[src/shce_pkg.sv]
package shce_pkg;

   // Sequencer controls shared by the schedule and the round datapath
   typedef struct packed {
      logic load;
      logic step;
   } ctl_type;

   typedef logic [15:0][31:0] block_type;
   typedef logic [7:0][31:0]  hash_type;

   localparam int unsigned Rounds = 64;

   // Fixed padding of a single 40-byte message block
   localparam logic [31:0] PadWord = 32'h8000_0000;
   localparam logic [31:0] MsgBits = 32'd320;

   // Standard initial hash, entry 0 is H0
   localparam hash_type StartHash = {
      32'h5be0cd19, 32'h1f83d9ab, 32'h9b05688c, 32'h510e527f,
      32'ha54ff53a, 32'h3c6ef372, 32'hbb67ae85, 32'h6a09e667
   };

   function automatic logic [31:0] rotr(input logic [31:0] x, input int unsigned n);
      rotr = (x >> n) | (x << (32 - n));
   endfunction

   function automatic logic [31:0] swap32(input logic [31:0] x);
      swap32 = {x[7:0], x[15:8], x[23:16], x[31:24]};
   endfunction

   function automatic logic [31:0] big_sig0(input logic [31:0] x);
      big_sig0 = rotr(x, 2) ^ rotr(x, 13) ^ rotr(x, 22);
   endfunction

   function automatic logic [31:0] big_sig1(input logic [31:0] x);
      big_sig1 = rotr(x, 6) ^ rotr(x, 11) ^ rotr(x, 25);
   endfunction

   function automatic logic [31:0] small_sig0(input logic [31:0] x);
      small_sig0 = rotr(x, 7) ^ rotr(x, 18) ^ (x >> 3);
   endfunction

   function automatic logic [31:0] small_sig1(input logic [31:0] x);
      small_sig1 = rotr(x, 17) ^ rotr(x, 19) ^ (x >> 10);
   endfunction

   // Round constants
   function automatic logic [31:0] round_k(input logic [5:0] idx);
      logic [31:0] k;
      case (idx)
         6'd0:  k = 32'h428a2f98;  6'd1:  k = 32'h71374491;
         6'd2:  k = 32'hb5c0fbcf;  6'd3:  k = 32'he9b5dba5;
         6'd4:  k = 32'h3956c25b;  6'd5:  k = 32'h59f111f1;
         6'd6:  k = 32'h923f82a4;  6'd7:  k = 32'hab1c5ed5;
         6'd8:  k = 32'hd807aa98;  6'd9:  k = 32'h12835b01;
         6'd10: k = 32'h243185be;  6'd11: k = 32'h550c7dc3;
         6'd12: k = 32'h72be5d74;  6'd13: k = 32'h80deb1fe;
         6'd14: k = 32'h9bdc06a7;  6'd15: k = 32'hc19bf174;
         6'd16: k = 32'he49b69c1;  6'd17: k = 32'hefbe4786;
         6'd18: k = 32'h0fc19dc6;  6'd19: k = 32'h240ca1cc;
         6'd20: k = 32'h2de92c6f;  6'd21: k = 32'h4a7484aa;
         6'd22: k = 32'h5cb0a9dc;  6'd23: k = 32'h76f988da;
         6'd24: k = 32'h983e5152;  6'd25: k = 32'ha831c66d;
         6'd26: k = 32'hb00327c8;  6'd27: k = 32'hbf597fc7;
         6'd28: k = 32'hc6e00bf3;  6'd29: k = 32'hd5a79147;
         6'd30: k = 32'h06ca6351;  6'd31: k = 32'h14292967;
         6'd32: k = 32'h27b70a85;  6'd33: k = 32'h2e1b2138;
         6'd34: k = 32'h4d2c6dfc;  6'd35: k = 32'h53380d13;
         6'd36: k = 32'h650a7354;  6'd37: k = 32'h766a0abb;
         6'd38: k = 32'h81c2c92e;  6'd39: k = 32'h92722c85;
         6'd40: k = 32'ha2bfe8a1;  6'd41: k = 32'ha81a664b;
         6'd42: k = 32'hc24b8b70;  6'd43: k = 32'hc76c51a3;
         6'd44: k = 32'hd192e819;  6'd45: k = 32'hd6990624;
         6'd46: k = 32'hf40e3585;  6'd47: k = 32'h106aa070;
         6'd48: k = 32'h19a4c116;  6'd49: k = 32'h1e376c08;
         6'd50: k = 32'h2748774c;  6'd51: k = 32'h34b0bcb5;
         6'd52: k = 32'h391c0cb3;  6'd53: k = 32'h4ed8aa4a;
         6'd54: k = 32'h5b9cca4f;  6'd55: k = 32'h682e6ff3;
         6'd56: k = 32'h748f82ee;  6'd57: k = 32'h78a5636f;
         6'd58: k = 32'h84c87814;  6'd59: k = 32'h8cc70208;
         6'd60: k = 32'h90befffa;  6'd61: k = 32'ha4506ceb;
         6'd62: k = 32'hbef9a3f7;  6'd63: k = 32'hc67178f2;
         default: k = 32'h0;
      endcase
      round_k = k;
   endfunction

endpackage

[src/sha256_hash_chain_extend_top.sv]
// Hash chain extend: each accepted word carries a 64-bit value that is hashed
// with SHA-256 together with the current 256-bit chain (chain bytes, then the
// value's bytes least significant first) and the digest becomes the new chain,
// reported as four 64-bit parts. The chain is zero after reset. For each word,
// the block and the initial hash are loaded at the accepting edge, then 64
// rounds run through a single shared round unit and a final step does the
// hash addition. The input stalls while the rounds and the final step run;
// a new word may be accepted while a result still waits, and its final step
// then holds until the pending result is taken. A new word is only taken
// once the last one has left the final step.
module sha256_hash_chain_extend_top (
   input  logic        clock,
   input  logic        reset,
   input  logic        req_valid,
   output logic        req_stall,
   input  logic [63:0] req_extend_value,
   output logic        rsp_valid,
   input  logic        rsp_stall,
   output logic [63:0] rsp_digest_part0,
   output logic [63:0] rsp_digest_part1,
   output logic [63:0] rsp_digest_part2,
   output logic [63:0] rsp_digest_part3
);

   typedef enum logic [2:0] {
      ST_IDLE  = 3'b001,
      ST_ROUND = 3'b010,
      ST_FINAL = 3'b100
   } state_type;

   localparam logic [5:0] LastRound = 6'(shce_pkg::Rounds - 1);

   state_type           state_ff, state_in;
   logic [5:0]          round_ff, round_in;
   logic                rsp_valid_ff, rsp_valid_in;
   logic [3:0][63:0]    chain_ff, chain_in;
   logic                req_take;
   logic                rsp_take;
   logic                finish;
   shce_pkg::ctl_type   ctl;
   shce_pkg::block_type blk;
   shce_pkg::hash_type  work_state;
   shce_pkg::hash_type  hv;
   logic [31:0]         wt;

   assign req_stall = (state_ff != ST_IDLE);
   assign req_take  = req_valid && !req_stall;
   assign rsp_take  = rsp_valid_ff && !rsp_stall;

   // Final step waits for a free output slot
   assign finish = (state_ff == ST_FINAL) && (!rsp_valid_ff || !rsp_stall);

   assign ctl.load = req_take;
   assign ctl.step = (state_ff == ST_ROUND);

   // Padded message block
   always_comb begin
      for (int k = 0; k < 4; k++) begin
         blk[2*k]   = chain_ff[k][63:32];
         blk[2*k+1] = chain_ff[k][31:0];
      end
      blk[8]  = shce_pkg::swap32(req_extend_value[31:0]);
      blk[9]  = shce_pkg::swap32(req_extend_value[63:32]);
      blk[10] = shce_pkg::PadWord;
      blk[11] = 32'h0;
      blk[12] = 32'h0;
      blk[13] = 32'h0;
      blk[14] = 32'h0;
      blk[15] = shce_pkg::MsgBits;
   end

   shce_sched u_sched (
      .clock (clock),
      .ctl   (ctl),
      .blk   (blk),
      .wt    (wt)
   );

   shce_round u_round (
      .clock      (clock),
      .ctl        (ctl),
      .round_idx  (round_ff),
      .wt         (wt),
      .work_state (work_state)
   );

   // Final addition onto the initial hash
   always_comb begin
      for (int i = 0; i < 8; i++) begin
         hv[i] = shce_pkg::StartHash[i] + work_state[i];
      end
   end

   // Sequencer
   always_comb begin
      state_in     = state_ff;
      round_in     = round_ff;
      rsp_valid_in = rsp_valid_ff;
      chain_in     = chain_ff;
      if (rsp_take) begin
         rsp_valid_in = 1'b0;
      end
      unique case (state_ff)
         ST_IDLE: begin
            if (req_take) begin
               state_in = ST_ROUND;
               round_in = 6'd0;
            end
         end
         ST_ROUND: begin
            round_in = round_ff + 6'd1;
            if (round_ff == LastRound) begin
               state_in = ST_FINAL;
            end
         end
         ST_FINAL: begin
            if (finish) begin
               for (int k = 0; k < 4; k++) begin
                  chain_in[k] = {hv[2*k], hv[2*k+1]};
               end
               rsp_valid_in = 1'b1;
               state_in     = ST_IDLE;
            end
         end
         default: begin
            state_in = ST_IDLE;
         end
      endcase
   end

   always_ff @(posedge clock) begin
      if (reset) begin
         state_ff     <= ST_IDLE;
         round_ff     <= 6'd0;
         rsp_valid_ff <= 1'b0;
         chain_ff     <= '0;
      end else begin
         state_ff     <= state_in;
         round_ff     <= round_in;
         rsp_valid_ff <= rsp_valid_in;
         chain_ff     <= chain_in;
      end
   end

   // Result is the chain register itself; it only changes in the final step
   assign rsp_valid        = rsp_valid_ff;
   assign rsp_digest_part0 = chain_ff[0];
   assign rsp_digest_part1 = chain_ff[1];
   assign rsp_digest_part2 = chain_ff[2];
   assign rsp_digest_part3 = chain_ff[3];

   // Accepted word starts the rounds from zero
   a_start: assert property (@(posedge clock) disable iff (reset)
      req_take |=> (state_ff == ST_ROUND) && (round_ff == 6'd0))
      else $error("rounds did not start after accept");

   // Last round hands over to the final step
   a_last: assert property (@(posedge clock) disable iff (reset)
      (state_ff == ST_ROUND) && (round_ff == LastRound) |=> (state_ff == ST_FINAL))
      else $error("missing final step after last round");

   // A result appears only out of the final step
   a_rise: assert property (@(posedge clock) disable iff (reset)
      $rose(rsp_valid) |-> $past(state_ff == ST_FINAL))
      else $error("result raised outside final step");

   // Chain never moves while a result waits
   a_hold: assert property (@(posedge clock) disable iff (reset)
      rsp_valid && rsp_stall |=> $stable(chain_ff))
      else $error("chain overwritten under a pending result");

endmodule

[src/shce_sched.sv]
module shce_sched (
   input  logic                clock,
   input  shce_pkg::ctl_type   ctl,
   input  shce_pkg::block_type blk,
   output logic [31:0]         wt
);

   // Sliding window holding W[t] .. W[t+15]
   shce_pkg::block_type w_ff;
   shce_pkg::block_type w_in;
   logic [31:0]         next_word;

   // Expansion word for W[t+16]
   always_comb begin
      next_word = shce_pkg::small_sig1(w_ff[14]) + w_ff[9]
                + shce_pkg::small_sig0(w_ff[1]) + w_ff[0];
   end

   always_comb begin
      w_in = w_ff;
      if (ctl.load) begin
         w_in = blk;
      end else if (ctl.step) begin
         for (int i = 0; i < 15; i++) begin
            w_in[i] = w_ff[i+1];
         end
         w_in[15] = next_word;
      end
   end

   always_ff @(posedge clock) begin
      w_ff <= w_in;
   end

   assign wt = w_ff[0];

endmodule

[src/shce_round.sv]
module shce_round (
   input  logic               clock,
   input  shce_pkg::ctl_type  ctl,
   input  logic [5:0]         round_idx,
   input  logic [31:0]        wt,
   output shce_pkg::hash_type work_state
);

   // Working variables a..h in entries 0..7
   shce_pkg::hash_type s_ff;
   shce_pkg::hash_type s_in;
   logic [31:0]        t1;
   logic [31:0]        t2;
   logic [31:0]        ch;
   logic [31:0]        maj;

   // One compression round
   always_comb begin
      ch  = (s_ff[4] & s_ff[5]) ^ (~s_ff[4] & s_ff[6]);
      maj = (s_ff[0] & s_ff[1]) ^ (s_ff[0] & s_ff[2]) ^ (s_ff[1] & s_ff[2]);
      t1  = s_ff[7] + shce_pkg::big_sig1(s_ff[4]) + ch
          + shce_pkg::round_k(round_idx) + wt;
      t2  = shce_pkg::big_sig0(s_ff[0]) + maj;
   end

   always_comb begin
      s_in = s_ff;
      if (ctl.load) begin
         s_in = shce_pkg::StartHash;
      end else if (ctl.step) begin
         s_in[7] = s_ff[6];
         s_in[6] = s_ff[5];
         s_in[5] = s_ff[4];
         s_in[4] = s_ff[3] + t1;
         s_in[3] = s_ff[2];
         s_in[2] = s_ff[1];
         s_in[1] = s_ff[0];
         s_in[0] = t1 + t2;
      end
   end

   always_ff @(posedge clock) begin
      s_ff <= s_in;
   end

   assign work_state = s_ff;

endmodule
[config.mk]
export PLATFORM = sky130hd
export DESIGN_NAME = sha256_hash_chain_extend_top
export DESIGN_NICKNAME = d
export VERILOG_FILES = /design/src/shce_pkg.sv /design/src/sha256_hash_chain_extend_top.sv /design/src/shce_sched.sv /design/src/shce_round.sv
export SDC_FILE = /design/constraint.sdc
export NUM_CORES = 2
export LEC_CHECK = 0
export BUFFER_PORTS_ARGS = -buffer_cell sky130_fd_sc_hd__buf_4
export CAP_MARGIN = 20
export CORE_ASPECT_RATIO = 0.5
export CORE_UTILIZATION = 60
export CTS_CLUSTER_SIZE = 8
export DETAILED_ROUTE_END_ITERATION = 8
export PLACE_DENSITY = 0.83
export SLEW_MARGIN = 10
export SYNTH_ARGS = -nofsm -noshare
export SYNTH_HDL_FRONTEND = slang
export SYNTH_SLANG_ARGS = --single-unit
[constraint.sdc]
create_clock -name clock -period 18.9 [get_ports clock]
set_clock_uncertainty 0.2 [all_clocks]
set_input_delay 0.945 -clock clock [delete_from_list [all_inputs] [get_ports clock]]
set_output_delay 0.945 -clock clock [all_outputs]
set_load 0.05 [all_outputs]
==> results by group <==
CTS
  • CTS tree: done
  • Post-CTS Setup Bufs: 0
  • Post-cts resize count: 0
  • Root Driver: clkbuf_16
  • Hold Buf Count CTS: 0
  • Worst-case clock buffer depth: 3
  • Clk sink count: 1066
  • Worst-path clk slew: 0.06 ns
  • Num CTS Buffers: 151
  • Insertion delay to the later sink of the worst-skew pair: 0.80 ns
  • Htree depth: 4

Timing
  • Worst slew pin tran: 1.242 ns
  • Final setup viols: 0
  • Fmax achieved: 0.1231 GHz
  • Fin worst setup slack: 10.77 ns
  • Final Hold Vio Count: 0
  • RSZ-0062 raised after global routing: false
  • Final max-slew violation count: 0
  • Slew margin rel.: 17.19%
  • Crit path time final: 8.127 ns
  • Fin Setup TNS: 0 ns
  • Period utilisation layout: 43.00%

Worst setup path
  • CP Launch Type: register
  • Critical R2R Capture: u_round.work_state[31]
  • Crit Path Category: reg -> reg
  • Reg2reg start: u_round.work_state[130]
  • Crit-path max FO: 11
  • Critical Path AT: 8.64 ns
  • Crit. End Element: register
  • Worst Setup EP: u_round.work_state[31]
  • Start point of the critical path: u_round.work_state[130]
  • CP required: 19.41 ns
  • Reg2Reg Setup Slack: 10.77 ns
  • R2R depth: 27

Floorplanning
  • Die Width: 445.7 um
  • Core Rows: 80
  • Core ar.: 0.09639 mm^2
  • Top Ports: 326
  • Initial Util: 61.28%
  • Chip Height: 223.9 um
  • Die area: 0.09978 mm^2

Yosys
  • Cell taking the most area after synthesis: dfxtp_1
  • Post-synth EDFFs: 320
  • Dominant synthesized flop cell: dfxtp_1
  • Most common cell in the netlist: nand2_1
  • Mapped Nets: 7484
  • Ys async rst share: 0%
  • Mapped cell area: 0.05907 mm^2
  • FF+latch count, synth: 1066
  • Post-Synthesis Cells: 7080
  • Seq/Total Area, Yosys: 41.55%
  • Area contributors post-synth: dfxtp_1 (25%), edfxtp_1 (16%), nand2_1 (13%)
  • YS warnings: 0
  • Yosys top cell area share: 25.28%
  • Yosys cell types: 98
  • Most common library cells after synthesis: nand2_1 (2021), dfxtp_1 (746), clkbuf_1 (414)
  • Syn Area/Cell: 8.343 um^2

Routing
  • Met1 wire length: 90970 um
  • First-pass DRT Iterations: 9
  • Met2 routed WL: 90210 um
  • Initial drt markers: 9106
  • Number of vias per cell: 6.340
  • Metal3 WL: 36970 um
  • DR WL/cell: 26.71 um
  • DRC viols: 0
  • ANT nets after route: 0
  • Top sig layer: met5
  • Total wire length: 228700 um
  • DR vias: 54283

Power
  • Pwr dens: 214.6 mW/mm^2
  • VDD IR max: 0.2513 mV
  • Pleak: 27.52 nW
  • Tot Pwr: 14.26 mW

GRT
  • Vias in the first global route: 48548
  • Grt total ovfl: 0
  • Initial antenna violation count: 20
  • Global-route wire length before repair: 327300 um
  • Largest net degree at the start of global routing: 234
  • GR Util All Layers: 44.93%

Cells and area
  • Nets: 7543
  • FILL cells: 7575
  • Fin util: 68.96%
  • Non-Filler Instances: 8562
  • Storage element area: 0.02454 mm^2
  • Share of cells above drive strength 1: 8.708%
  • Area delta synth->final: 12.54%
  • Multi-input gate area: 0.03162 mm^2

Place
  • Placed insts: 8298
  • Port Buffers: 325
  • Routability cong.: 1.048
  • Hpwl dp: 169700 um
  • Pre-CTS WS: 11.02 ns

Run status
  • Outcome: completed

Flow run
  • Maxcap violations: 0

Min path
  • Worst hold path class: in -> reg
stage by stage:
stage | hold WS (ns) | instance area (um^2)
final | 0.2116 | 66470
after global routing | 0.2043 | 66440
after CTS | 0.1805 | 66440
after detailed placement | 0.2241 | 61930
after global placement | 0.2220 | 61920
after floorplan | 0.2102 | 59070
kinds of logic after synthesis:
kind of cell / Yosys count / share of synthesized area (%)
muxes: 40 / 0.6990
buffers and inverters: 777 / 5.012
DFF: 1066 / 41.55
and+or+nand+nor: 2997 / 20.96
xor gates and xnor gates: 518 / 7.728
AOI/OAI and AO/OA: 1326 / 14.22
adders and majority gates: 356 / 9.833
worst max-delay path, cell delays in order (launching register included):
cell,delay [ns]
dfxtp_1,0.70
mux2i_1,0.21
fa_1,0.51
inv_1,0.05
fa_1,0.47
inv_1,0.05
fa_1,0.47
inv_1,0.07
ha_1,0.28
a21o_1,0.11
a21oi_1,0.10
o21bai_1,0.16
a21oi_1,0.11
nor2b_1,0.14
o21a_1,0.16
o21a_1,0.14
o21ai_0,0.11
a211oi_1,0.99
fa_1,0.57
ha_1,0.38
and3_1,0.20
a311o_1,0.40
o21ai_0,0.39
a21o_1,0.22
and2_1,0.16
o21ai_0,0.18
a2111o_1,0.41
o211ai_1,0.09
registers in the layout, indices dropped and copies added (netlist names), named ones only:
register	flops
u_round.work_state	256
u_sched.w_ff	480
u_sched.wt	32
rsp_digest_part0	64
rsp_digest_part3	64
rsp_valid	1
round_ff	6
state_ff	3
rsp_digest_part2	64
rsp_digest_part1	64
worst min-delay path by stage:
stage	startpoint	endpoint	slack (ns)	cells after the start
global placement	u_sched.w_ff[383]	u_sched.w_ff[351]	0.22	2
floorplan	u_sched.w_ff[486]	u_sched.w_ff[454]	0.21	2
detailed placement	u_sched.w_ff[507]	u_sched.w_ff[475]	0.22	2
finish	req_extend_value[26]	u_sched.w_ff[258]	0.21	3
global route	req_extend_value[28]	u_sched.w_ff[260]	0.20	3
CTS	req_extend_value[2]	u_sched.w_ff[282]	0.18	3
placed cells by master, fill, tap and decap left out, types with 19 or more instances in the layout:
master,count
nand2_1,2021
dfxtp_1,746
buf_4,383
nor2_1,374
o21ai_0,369
xnor2_1,365
a21oi_1,346
edfxtp_1,320
nand3_1,299
inv_1,286
fa_1,187
xor2_1,151
clkbuf_16,151
ha_1,149
a211oi_1,136
clkbuf_1,81
nor3_1,75
a21o_1,65
a31oi_1,56
o31ai_1,44
and3_1,37
a311oi_1,36
o211ai_1,32
or3_1,32
mux2i_1,30
o21a_1,30
nand2b_1,29
o21ai_1,25
nor2b_1,22
maj3_1,20
o21bai_1,19
nand4_1,19
layout make-up:
| cell class | instances | share of cell area (%) |
|---|---|---|
| multi-input cells | 5237 | 47.56 |
| flip-flops and latches | 1066 | 36.92 |
| clock buffers | 233 | 6.162 |
| repair buffers | 392 | 4.564 |
| well taps | 1312 | 2.469 |
| inverters | 291 | 1.654 |
| clock inverters | 16 | 0.6098 |
| diodes | 15 | 0.05647 |
per-layer routing:
| layer | GRT usage [%] | vias to the layer above |
|---|---|---|
| met5 | 0 | - |
| met4 | 18.52 | 26 |
| met3 | 16.58 | 550 |
| met2 | 60.26 | 3869 |
| met1 | 64.52 | 25942 |
| li1 | - | 23896 |
power breakdown:
part,internal [mW],switching (mW)
clock,1.51,1.08
combinational,3.36,5.57
sequential,2.53,0.223
No activity file was read; power rests on OpenSTA's default activity.
